File: config.mk
export PLATFORM = sky130hd
export DESIGN_NAME = first_substring_match_finder
export DESIGN_NICKNAME = d
export VERILOG_FILES = /design/src/hdl/fsmf_pkg.sv /design/src/hdl/first_substring_match_finder.sv /design/src/hdl/fsmf_cfg_regs.sv /design/src/hdl/fsmf_match_core.sv
export SDC_FILE = /design/constraint.sdc
export NUM_CORES = 1
export LEC_CHECK = 0
export ABC_AREA = 1
export BUFFER_PORTS_ARGS = -buffer_cell sky130_fd_sc_hd__buf_2
export CORE_UTILIZATION = 39
export DETAILED_ROUTE_END_ITERATION = 10
export PLACE_DENSITY_LB_ADDON = 0.25
export SETUP_SLACK_MARGIN = 0.5
export SLEW_MARGIN = 10
export SYNTH_ARGS = -nofsm -noshare
export SYNTH_HDL_FRONTEND = slang
export SYNTH_SLANG_ARGS = --single-unit
export TNS_END_PERCENT = 50
File: constraint.sdc
create_clock -name clk_i -period 7.28 [get_ports clk_i]
set_input_delay 0.364 -clock clk_i [delete_from_list [all_inputs] [get_ports clk_i]]
set_output_delay 0.364 -clock clk_i [all_outputs]
set_load 0.03 [all_outputs]
File: src/hdl/fsmf_pkg.sv
package fsmf_pkg;

  // Depth of the byte window and the longest needle the block can match.
  localparam int MaxNeedle = 16;
  localparam int WinIdxW   = (MaxNeedle > 1) ? $clog2(MaxNeedle) : 1;

  // Needle bytes held by the two 64-bit configuration registers.
  localparam int CfgNeedleBytes = 16;
  localparam int NeedleLenW     = 5;
  localparam int CfgDataW       = 64;
  localparam int CfgIdxW        = 2;
  localparam int PosW           = 32;

  typedef enum logic [CfgIdxW-1:0] {
    RegNeedleLength = 2'd0,
    RegNeedleLow    = 2'd1,
    RegNeedleHigh   = 2'd2
  } cfg_reg_e;

  typedef struct packed {
    logic [7:0] data_byte;
    logic       last_byte;
  } in_t;

  typedef struct packed {
    logic            found;
    logic [PosW-1:0] match_position;
  } out_t;

  typedef struct packed {
    logic [NeedleLenW-1:0]       needle_length;
    logic [8*CfgNeedleBytes-1:0] needle;
  } cfg_t;

  typedef struct packed {
    logic emit;
    out_t res;
  } core_res_t;

endpackage

File: src/hdl/first_substring_match_finder.sv
// The accepted byte is held in the input register, and its result is loaded into
// the result register, where it waits until out_ready_i takes it.
// Throughput: one haystack byte per cycle; the window compare is combinational
// logic between the input register and the result register. The input stalls
// only while a waiting result is held by out_ready_i.
// Reset clears the needle registers to zero, the byte window, the position
// counter and the reported flag; out_valid_o goes low and in_ready_o is high.
module first_substring_match_finder (
  input  logic                          clk_i,
  input  logic                          rst_ni,
  input  logic                          in_valid_i,
  output logic                          in_ready_o,
  input  fsmf_pkg::in_t                 in_data_i,
  output logic                          out_valid_o,
  input  logic                          out_ready_i,
  output fsmf_pkg::out_t                out_data_o,
  input  logic                          cfg_we_i,
  input  logic [fsmf_pkg::CfgIdxW-1:0]  cfg_idx_i,
  input  logic [fsmf_pkg::CfgDataW-1:0] cfg_wdata_i
);
  import fsmf_pkg::*;

  cfg_t      cfg;
  core_res_t core_res;
  logic      s1_valid_q;
  in_t       s1_data_q;
  logic      out_valid_q;
  out_t      out_data_q;
  logic      s1_advance;

  fsmf_cfg_regs u_cfg (
    .clk_i       (clk_i),
    .rst_ni      (rst_ni),
    .cfg_we_i    (cfg_we_i),
    .cfg_idx_i   (cfg_idx_i),
    .cfg_wdata_i (cfg_wdata_i),
    .cfg_o       (cfg)
  );

  fsmf_match_core u_core (
    .clk_i  (clk_i),
    .rst_ni (rst_ni),
    .step_i (s1_advance),
    .item_i (s1_data_q),
    .cfg_i  (cfg),
    .res_o  (core_res)
  );

  // The registered byte moves on whenever the result register is free or
  // being emptied in the same cycle.
  assign s1_advance = s1_valid_q && (!out_valid_q || out_ready_i);
  assign in_ready_o = !s1_valid_q || s1_advance;

  always_ff @(posedge clk_i or negedge rst_ni) begin
    if (!rst_ni) begin
      s1_valid_q <= 1'b0;
    end else if (in_ready_o) begin
      s1_valid_q <= in_valid_i;
    end
  end

  always_ff @(posedge clk_i) begin
    if (in_ready_o && in_valid_i) begin
      s1_data_q <= in_data_i;
    end
  end

  always_ff @(posedge clk_i or negedge rst_ni) begin
    if (!rst_ni) begin
      out_valid_q <= 1'b0;
    end else if (s1_advance && core_res.emit) begin
      out_valid_q <= 1'b1;
    end else if (out_ready_i) begin
      out_valid_q <= 1'b0;
    end
  end

  always_ff @(posedge clk_i) begin
    if (s1_advance && core_res.emit) begin
      out_data_q <= core_res.res;
    end
  end

  assign out_valid_o = out_valid_q;
  assign out_data_o  = out_data_q;

endmodule

File: src/hdl/fsmf_cfg_regs.sv
module fsmf_cfg_regs (
  input  logic                           clk_i,
  input  logic                           rst_ni,
  input  logic                           cfg_we_i,
  input  logic [fsmf_pkg::CfgIdxW-1:0]   cfg_idx_i,
  input  logic [fsmf_pkg::CfgDataW-1:0]  cfg_wdata_i,
  output fsmf_pkg::cfg_t                 cfg_o
);
  import fsmf_pkg::*;

  logic [NeedleLenW-1:0] len_q;
  logic [CfgDataW-1:0]   low_q;
  logic [CfgDataW-1:0]   high_q;

  always_ff @(posedge clk_i or negedge rst_ni) begin
    if (!rst_ni) begin
      len_q  <= '0;
      low_q  <= '0;
      high_q <= '0;
    end else if (cfg_we_i) begin
      case (cfg_idx_i)
        RegNeedleLength: len_q  <= cfg_wdata_i[NeedleLenW-1:0];
        RegNeedleLow:    low_q  <= cfg_wdata_i;
        RegNeedleHigh:   high_q <= cfg_wdata_i;
        default: ;
      endcase
    end
  end

  assign cfg_o.needle_length = len_q;
  assign cfg_o.needle        = {high_q, low_q};

endmodule

File: src/hdl/fsmf_match_core.sv
module fsmf_match_core (
  input  logic                clk_i,
  input  logic                rst_ni,
  input  logic                step_i,
  input  fsmf_pkg::in_t       item_i,
  input  fsmf_pkg::cfg_t      cfg_i,
  output fsmf_pkg::core_res_t res_o
);
  import fsmf_pkg::*;

  logic [7:0]            win_q [MaxNeedle];
  logic [7:0]            win_new [MaxNeedle];
  logic [PosW-1:0]       seen_q;
  logic                  reported_q;
  logic [NeedleLenW-1:0] len;
  logic                  mismatch;
  logic                  sat;
  logic                  hit;
  logic [7:0]            nb;

  always_comb begin
    int idx;
    idx = 0;
    if (int'(cfg_i.needle_length) > MaxNeedle) begin
      len = NeedleLenW'(MaxNeedle);
    end else begin
      len = cfg_i.needle_length;
    end

    // Index 0 holds the newest byte.
    win_new[0] = item_i.data_byte;
    for (int i = 1; i < MaxNeedle; i++) begin
      win_new[i] = win_q[i-1];
    end

    // Needle byte j must sit at window index len-1-j.
    mismatch = 1'b0;
    nb       = 8'd0;
    for (int j = 0; j < MaxNeedle; j++) begin
      nb = (j < CfgNeedleBytes) ? cfg_i.needle[8*(j % CfgNeedleBytes) +: 8] : 8'd0;
      if (j < int'(len)) begin
        idx = int'(len) - 1 - j;
        if (win_new[idx[WinIdxW-1:0]] != nb) begin
          mismatch = 1'b1;
        end
      end
    end

    sat = &seen_q;
    if (reported_q || sat) begin
      hit = 1'b0;
    end else if (len == '0) begin
      hit = (seen_q == '0);
    end else begin
      hit = (seen_q >= (PosW'(len) - PosW'(1))) && !mismatch;
    end

    res_o.emit               = !reported_q && (hit || item_i.last_byte);
    res_o.res.found          = hit;
    res_o.res.match_position = (hit && (len != '0)) ?
                               (seen_q + PosW'(1) - PosW'(len)) : '0;
  end

  always_ff @(posedge clk_i or negedge rst_ni) begin
    if (!rst_ni) begin
      for (int i = 0; i < MaxNeedle; i++) begin
        win_q[i] <= 8'd0;
      end
      seen_q     <= '0;
      reported_q <= 1'b0;
    end else if (step_i) begin
      if (item_i.last_byte) begin
        // End of the haystack: start clean for the next string.
        for (int i = 0; i < MaxNeedle; i++) begin
          win_q[i] <= 8'd0;
        end
        seen_q     <= '0;
        reported_q <= 1'b0;
      end else if (!reported_q) begin
        for (int i = 0; i < MaxNeedle; i++) begin
          win_q[i] <= win_new[i];
        end
        if (!sat) begin
          seen_q <= seen_q + PosW'(1);
        end
        if (hit) begin
          reported_q <= 1'b1;
        end
      end
    end
  end

endmodule

[Yosys cells after proc, flatten, opt, wreduce, memory -nomap -nowiden]
Cells that the tools add are included.
Widths: inputs -> output; s select.
Word-level totals
  register bits: 330
  input bits: 80
  output and inout bits: 35
  word-level logic and storage cells: 233
Cells by class
  $add $sub $neg: 19
  order comparisons: 34
  eq/ne operators: 20
  mux-type cells: 93
  bitwise gates (word level): 16
  reductions and logical operators: 25
Operators with widths (number)
  $bmux 8 s4: 16
  $mux 128: 2
  $mux 8: 32
  $ne 8x8->1: 16
  $mux 32: 3
  $ge 5x5->1 const B: 16
  $not 4->5: 16
  $lt 4x5->1 const A: 8
  $mux 1: 39
  $add 32x1->32 const B: 1
  $ge 32x32->1: 1
  $logic_not 32->1: 1
  $reduce_and 32->1: 1
  $sub 32x5->32: 1
  $sub 4x4->4 const B: 8
  $lt 3x5->1 const A: 4
  $sub 4x3->4 const B: 4
  $lt 1x5->1 const A: 2
  $lt 2x5->1 const A: 2
  $reduce_and 2->1: 4
  $sub 4x1->4 const B: 2
  $sub 4x2->4 const B: 2
  $logic_and 1x1->1: 6
  $sub 5x1->6 const B: 1
  other kinds (12): 19

[Longest topological paths before layout]
  word-level depth: 48
  gate-level depth with buffers: 35
  mapped depth without buffers: 31

[By module]
A second synthesis with hierarchy kept.
Unflattened totals
  cell total of the unflattened synthesis: 3843
  area, all modules: 24866.3 um2
By module, submodules not included
  fsmf_match_core: times used 1, cells an instance 3193, area an instance 17984.7 um2, seq. area each 3828.7 um2
  fsmf_cfg_regs: times used 1, cells an instance 593, area an instance 5514.0 um2, seq. area each 3328.2 um2
  first_substring_match_finder: times used 1, cells an instance 57, area an instance 1367.6 um2, seq. area each 1311.3 um2

[Worst setup path before layout]
OpenSTA, ideal clock, no wires.
  path type: register to register
  from: register u_cfg.len_q[4]
  to: register out_data_q (netlist bit out_data_o[0]), enable pin
  library setup time: 388 ps
  data arrival time: 4567 ps
  required time: 6892 ps
  slack: 2326 ps
  stages on the path, launching flop included: 34
  buffers on the path: 7
  clock period less this slack: 4954 ps
  cells stage by stage: dfrtp_1 -> buf_6 -> inv_4 -> buf_6 -> nand2_2 -> buf_2 -> ha_1 -> buf_2 -> inv_2 -> buf_1 -> ha_1 -> clkbuf_1 -> clkinv_1 -> clkbuf_1 -> nand3_1 -> nand2_1 -> nand2_1 -> nand2_1 -> nand2_1 -> nand2_1 -> nand2_1 -> nor2_1 -> nand2_1 -> nand2_1 -> nand2_1 -> nor2_1 -> nand2_1 -> nor2_1 -> nand2_1 -> nand2_2 -> nand2_1 -> nand2_1 -> nand2_1 -> inv_1
Between the ends
  word-level cells in the longest chain between the ends: 47
  elaborated cells between the ends (all ways): 156
  classes of those cells: 17 x add/sub; 18 x order compare; 16 x eq/ne; 83 x mux; 16 x bitwise; 6 x reduce/logical
RTL lines
  start, declared: RTL line fsmf_cfg_regs.sv:11  | logic [NeedleLenW-1:0] len_q;
  start signal, assigned: RTL line fsmf_cfg_regs.sv:22  | RegNeedleLength: len_q <= cfg_wdata_i[NeedleLenW-1:0];
  $gt 5x5->1: RTL line fsmf_match_core.sv:24  | if (int'(cfg_i.needle_length) > MaxNeedle) begin
  $mux 5 (*): RTL line fsmf_match_core.sv:24
  parallel branches: the longest is 40 deep, another holds $sub 4x1->4
  $mux 1 (*): RTL line fsmf_match_core.sv:52  | end else if (len == '0) begin
  $mux 1 (*): RTL line fsmf_match_core.sv:50  | if (reported_q || sat) begin
  $logic_or 1x1->1 (*): RTL line fsmf_match_core.sv:58  | res_o.emit = !reported_q && (hit || item_i.last_byte);
  $logic_and 1x1->1 (*): RTL line fsmf_match_core.sv:58
  $logic_and 1x1->1 (*): RTL line first_substring_match_finder.sv:79  | if (s1_advance && core_res.emit) begin
  end signal, assigned: RTL line first_substring_match_finder.sv:80  | out_data_q <= core_res.res;
  end, declared: RTL line first_substring_match_finder.sv:28  | out_t out_data_q;
Every way passes the cells marked *. The select of a mux whose other input is x is not followed.
A chain may end at the register's enable or synchronous reset.

[Final worst setup path]
  from: register u_cfg.len_q[4]
  to: register out_data_q (netlist bit out_data_o[23]), enable pin
Same word-level chain as after synthesis.

==> results.cfg <==
[outcome]
status = completed

[power]
p_per_area_nw_per_um2 = 346.6
clkPwrFrac = 0.231
comb_power_share = 0.520
power.total_mw = 9.336
p_int_mw = 4.778
ir_drop_mv = 0.2111
switching_share = 0.4882
seq_power_share = 0.249
power.leakage_nw = 14.12
p_switching_mw = 4.558

[setup_path]
path_common_cell = nand2_1
rr_worst_depth = 28
max_stage_delay_ns = 0.51
crit_arrival_ns = 6.12
r2r_setup_slack_ns = 1.40
r2r-end = out_data_o[23]
required_ns = 7.52
path_max_fanout = 119
crit_slowest_cell = dfrtp_1
cp-start-kind = flip-flop
rr_startpoint = u_cfg.len_q[4]
crit_path_end_kind = flip-flop
critical_path_class = reg2reg

[global_route]
grtUsageTotal = 0.2793
grt_pass1_vias = 22463
grt_pass1_wl_mm = 135.7
grt_start_max_net_pins = 120
antenna_found_initial = 3
overflow = 0

[detailed_routing]
wl_mm = 89.44
antenna_left = 0
remaining_drc_errors = 0
dr.pass1.iters = 7
detail_route.vias_per_cell = 5.399
wl_per_cell_um = 19.11
vias = 25273
drtIter0Drc = 2638

[clock_tree]
cts_sinks = 330
htree_levels = 2
cts_buffer_depth = 3
clkLatencyLatePin_ns = 0.60
clockRootBuffer = clkbuf_16
cts_tree = yes
cts-resized-gates = 0
cts_inserted_buffers = 40
cts.clk_slew.worst_paths_ns = 0.06

[timing]
fin_crit_ns = 5.881
skew_ns = 0.03218
fin_ws_ns = 1.399
period_share = 0.8078
finalSetupViolCount = 0
tightest_slew_ns = 1.181
tns_ns = 0
slew_headroom = 0.2105
hold_viol = 0
fmax_mhz = 170.0
grt_setup_unrepaired = no
maxSlewViolCount = 0

[synth]
synth_cell_types = 47
synth_area_sq_um = 24420
synth_adder_area_share = 0.02592
syn_avg_cell_area_sq_um = 6.427
synth_mux_area_frac = 0
ys_ff_latch = 330
synth_compound_area_frac = 0.09457
synth_xor_area_frac = 0.01860
synth_top_family_by_area = simple AND/OR/NAND/NOR gates
syn_inst = 3800
synth_flop_cell = dfrtp_1
syn_nets = 3930
ys_warn_count = 0
synthSimpleGateAreaFrac = 0.4195
synth_edf_count = 42
async_reset_ff_frac = 0.8727
yosysSeqAreaShare = 0.3467

[floorplanning]
pin_count = 115
die_w_um = 252.3
die-height_um = 252.3
start_util = 0.3950
core_area_sq_um = 61830
die_area_sq_um = 63630
num_rows = 91

[cells_and_area]
mostFrequentLayoutCells = nand2_1, nand3_1, inv_1, dfrtp_1, o21ai_0
fin_area_sq_um = 26930
post-route-util = 0.4357
final_common_cell = nand2_1
diodes = 0
nets = 3942
area_growth_pct = 10.28
drive_gt1_frac = 0.06790

[min_path]
holdPathStages = 3
min_from = cfg_wdata_i[46]
hold_path.class = in2reg
min_delay_worst_endpoint = u_cfg.high_q[46]

[run]
cap_viol_max_count = 0

[placement]
place_area_sq_um = 25450
gp_congestion = 1.013
dp_worst_setup_slack_ns = 1.519
numPortBuffers = 114
dp_hpwl_mm = 67.92
## timing repair
action | CTS | global route
hold endpoints to repair | 119 | 0
hold buffers | 11 | 0
setup buffers | 0 | 0
## logic make-up (layout without fill, tap and decap cells)
group | after synthesis | after routing
DFF | 330 | 330
xor gates and xnor gates | 51 | 51
adders and majority gates | 50 | 50
buffers and inverters | 563 | 607
AOI/OAI and AO/OA | 411 | 411
and+or+nand+nor | 2395 | 2395
## cell type report
type / instances / area, sq um
Tap cell: 837 / 1047
Fill cell: 6499 / 34890
Clock inverter: 25 / 276.5
Inverter: 381 / 1435
Sequential cell: 330 / 8468
Clock buffer: 49 / 1096
Multi-Input combinational cell: 2907 / 13710
Timing Repair Buffer: 152 / 905.9
## per-stage QoR
| step | hold slack (ns) | instances |
|---|---|---|
| 6_report | 0.03934 | 4681 |
| 5_1_grt | 0.04285 | 4681 |
| 4_1_cts | 0.02057 | 4681 |
| 3_5_place_dp | 0.4902 | 4596 |
| 3_3_place_gp | 0.4839 | 4596 |
| 2_1_floorplan | 0.06841 | 3800 |
## worst max-delay path by stage
stage,from,endpoint,slack [ns],cells after the start
6_report,u_cfg.len_q[4],out_data_o[23],1.40,28
5_1_grt,u_cfg.len_q[4],out_data_o[19],0.92,22
4_1_cts,u_cfg.len_q[4],out_data_o[23],1.47,22
3_5_place_dp,u_cfg.len_q[4],out_data_o[24],1.52,22
3_3_place_gp,u_cfg.len_q[4],out_data_o[30],1.51,22
2_1_floorplan,u_cfg.len_q[4],out_data_o[0],2.33,33
## state kept, by name, indices dropped and copies added, names as in the netlist
signal,count
s1_valid_q,1
u_core.win_new,120
u_cfg.high_q,64
u_core.reported_q,1
out_valid_o,1
u_core.seen_q,32
s1_data_q,9
u_cfg.len_q,5
u_cfg.low_q,64
out_data_o,33
## synthesized netlist by cell type (11+ instances only)
cell type	number	area share
nand2_1	1511	0.23
nand3_1	607	0.12
inv_1	372	0.057
dfrtp_1	288	0.30
o21ai_0	196	0.040
o22ai_1	148	0.038
nor2_1	124	0.019
clkbuf_1	74	0.011
buf_2	62	0.013
nand3b_1	57	0.018
ha_1	49	0.025
edfxtp_1	42	0.052
xor2_1	40	0.014
a21oi_1	31	0.0064
nand4_1	28	0.0072
buf_1	27	0.0041
nand2_2	19	0.0049
nor4_1	14	0.0036
buf_6	12	0.0055
nor3_1	11	0.0023
o21ai_1	11	0.0023
## power by group through the flow
stage	sequential, mW	combinational [mW]	clock (mW)
after floorplan	2.37	3.35	0
after global placement	2.35	4.73	0
after detailed placement	2.35	4.75	0
after CTS	2.32	4.77	2.18
after global routing	2.35	5.36	2.25
final	2.32	4.86	2.15
## worst max-delay path, delay by kind of cell (launching register included)
kind,cells,cell delay [ns]
flops,1,0.51
simple gates,21,3.03
buf+inv,5,1.17
fa+ha+maj,2,0.73
## layer usage
| metal | GRT usage | vias to the layer above | wire [um] |
|---|---|---|---|
| met2 | 0.4283 | 1005 | 38770 |
| met3 | 0.06220 | 154 | 8147 |
| met5 | 0 | - | 13 |
| met4 | 0.1181 | 2 | 4064 |
| li1 | - | 12408 | - |
| met1 | 0.3778 | 11704 | 38440 |
(Power assumes the default switching activity.)
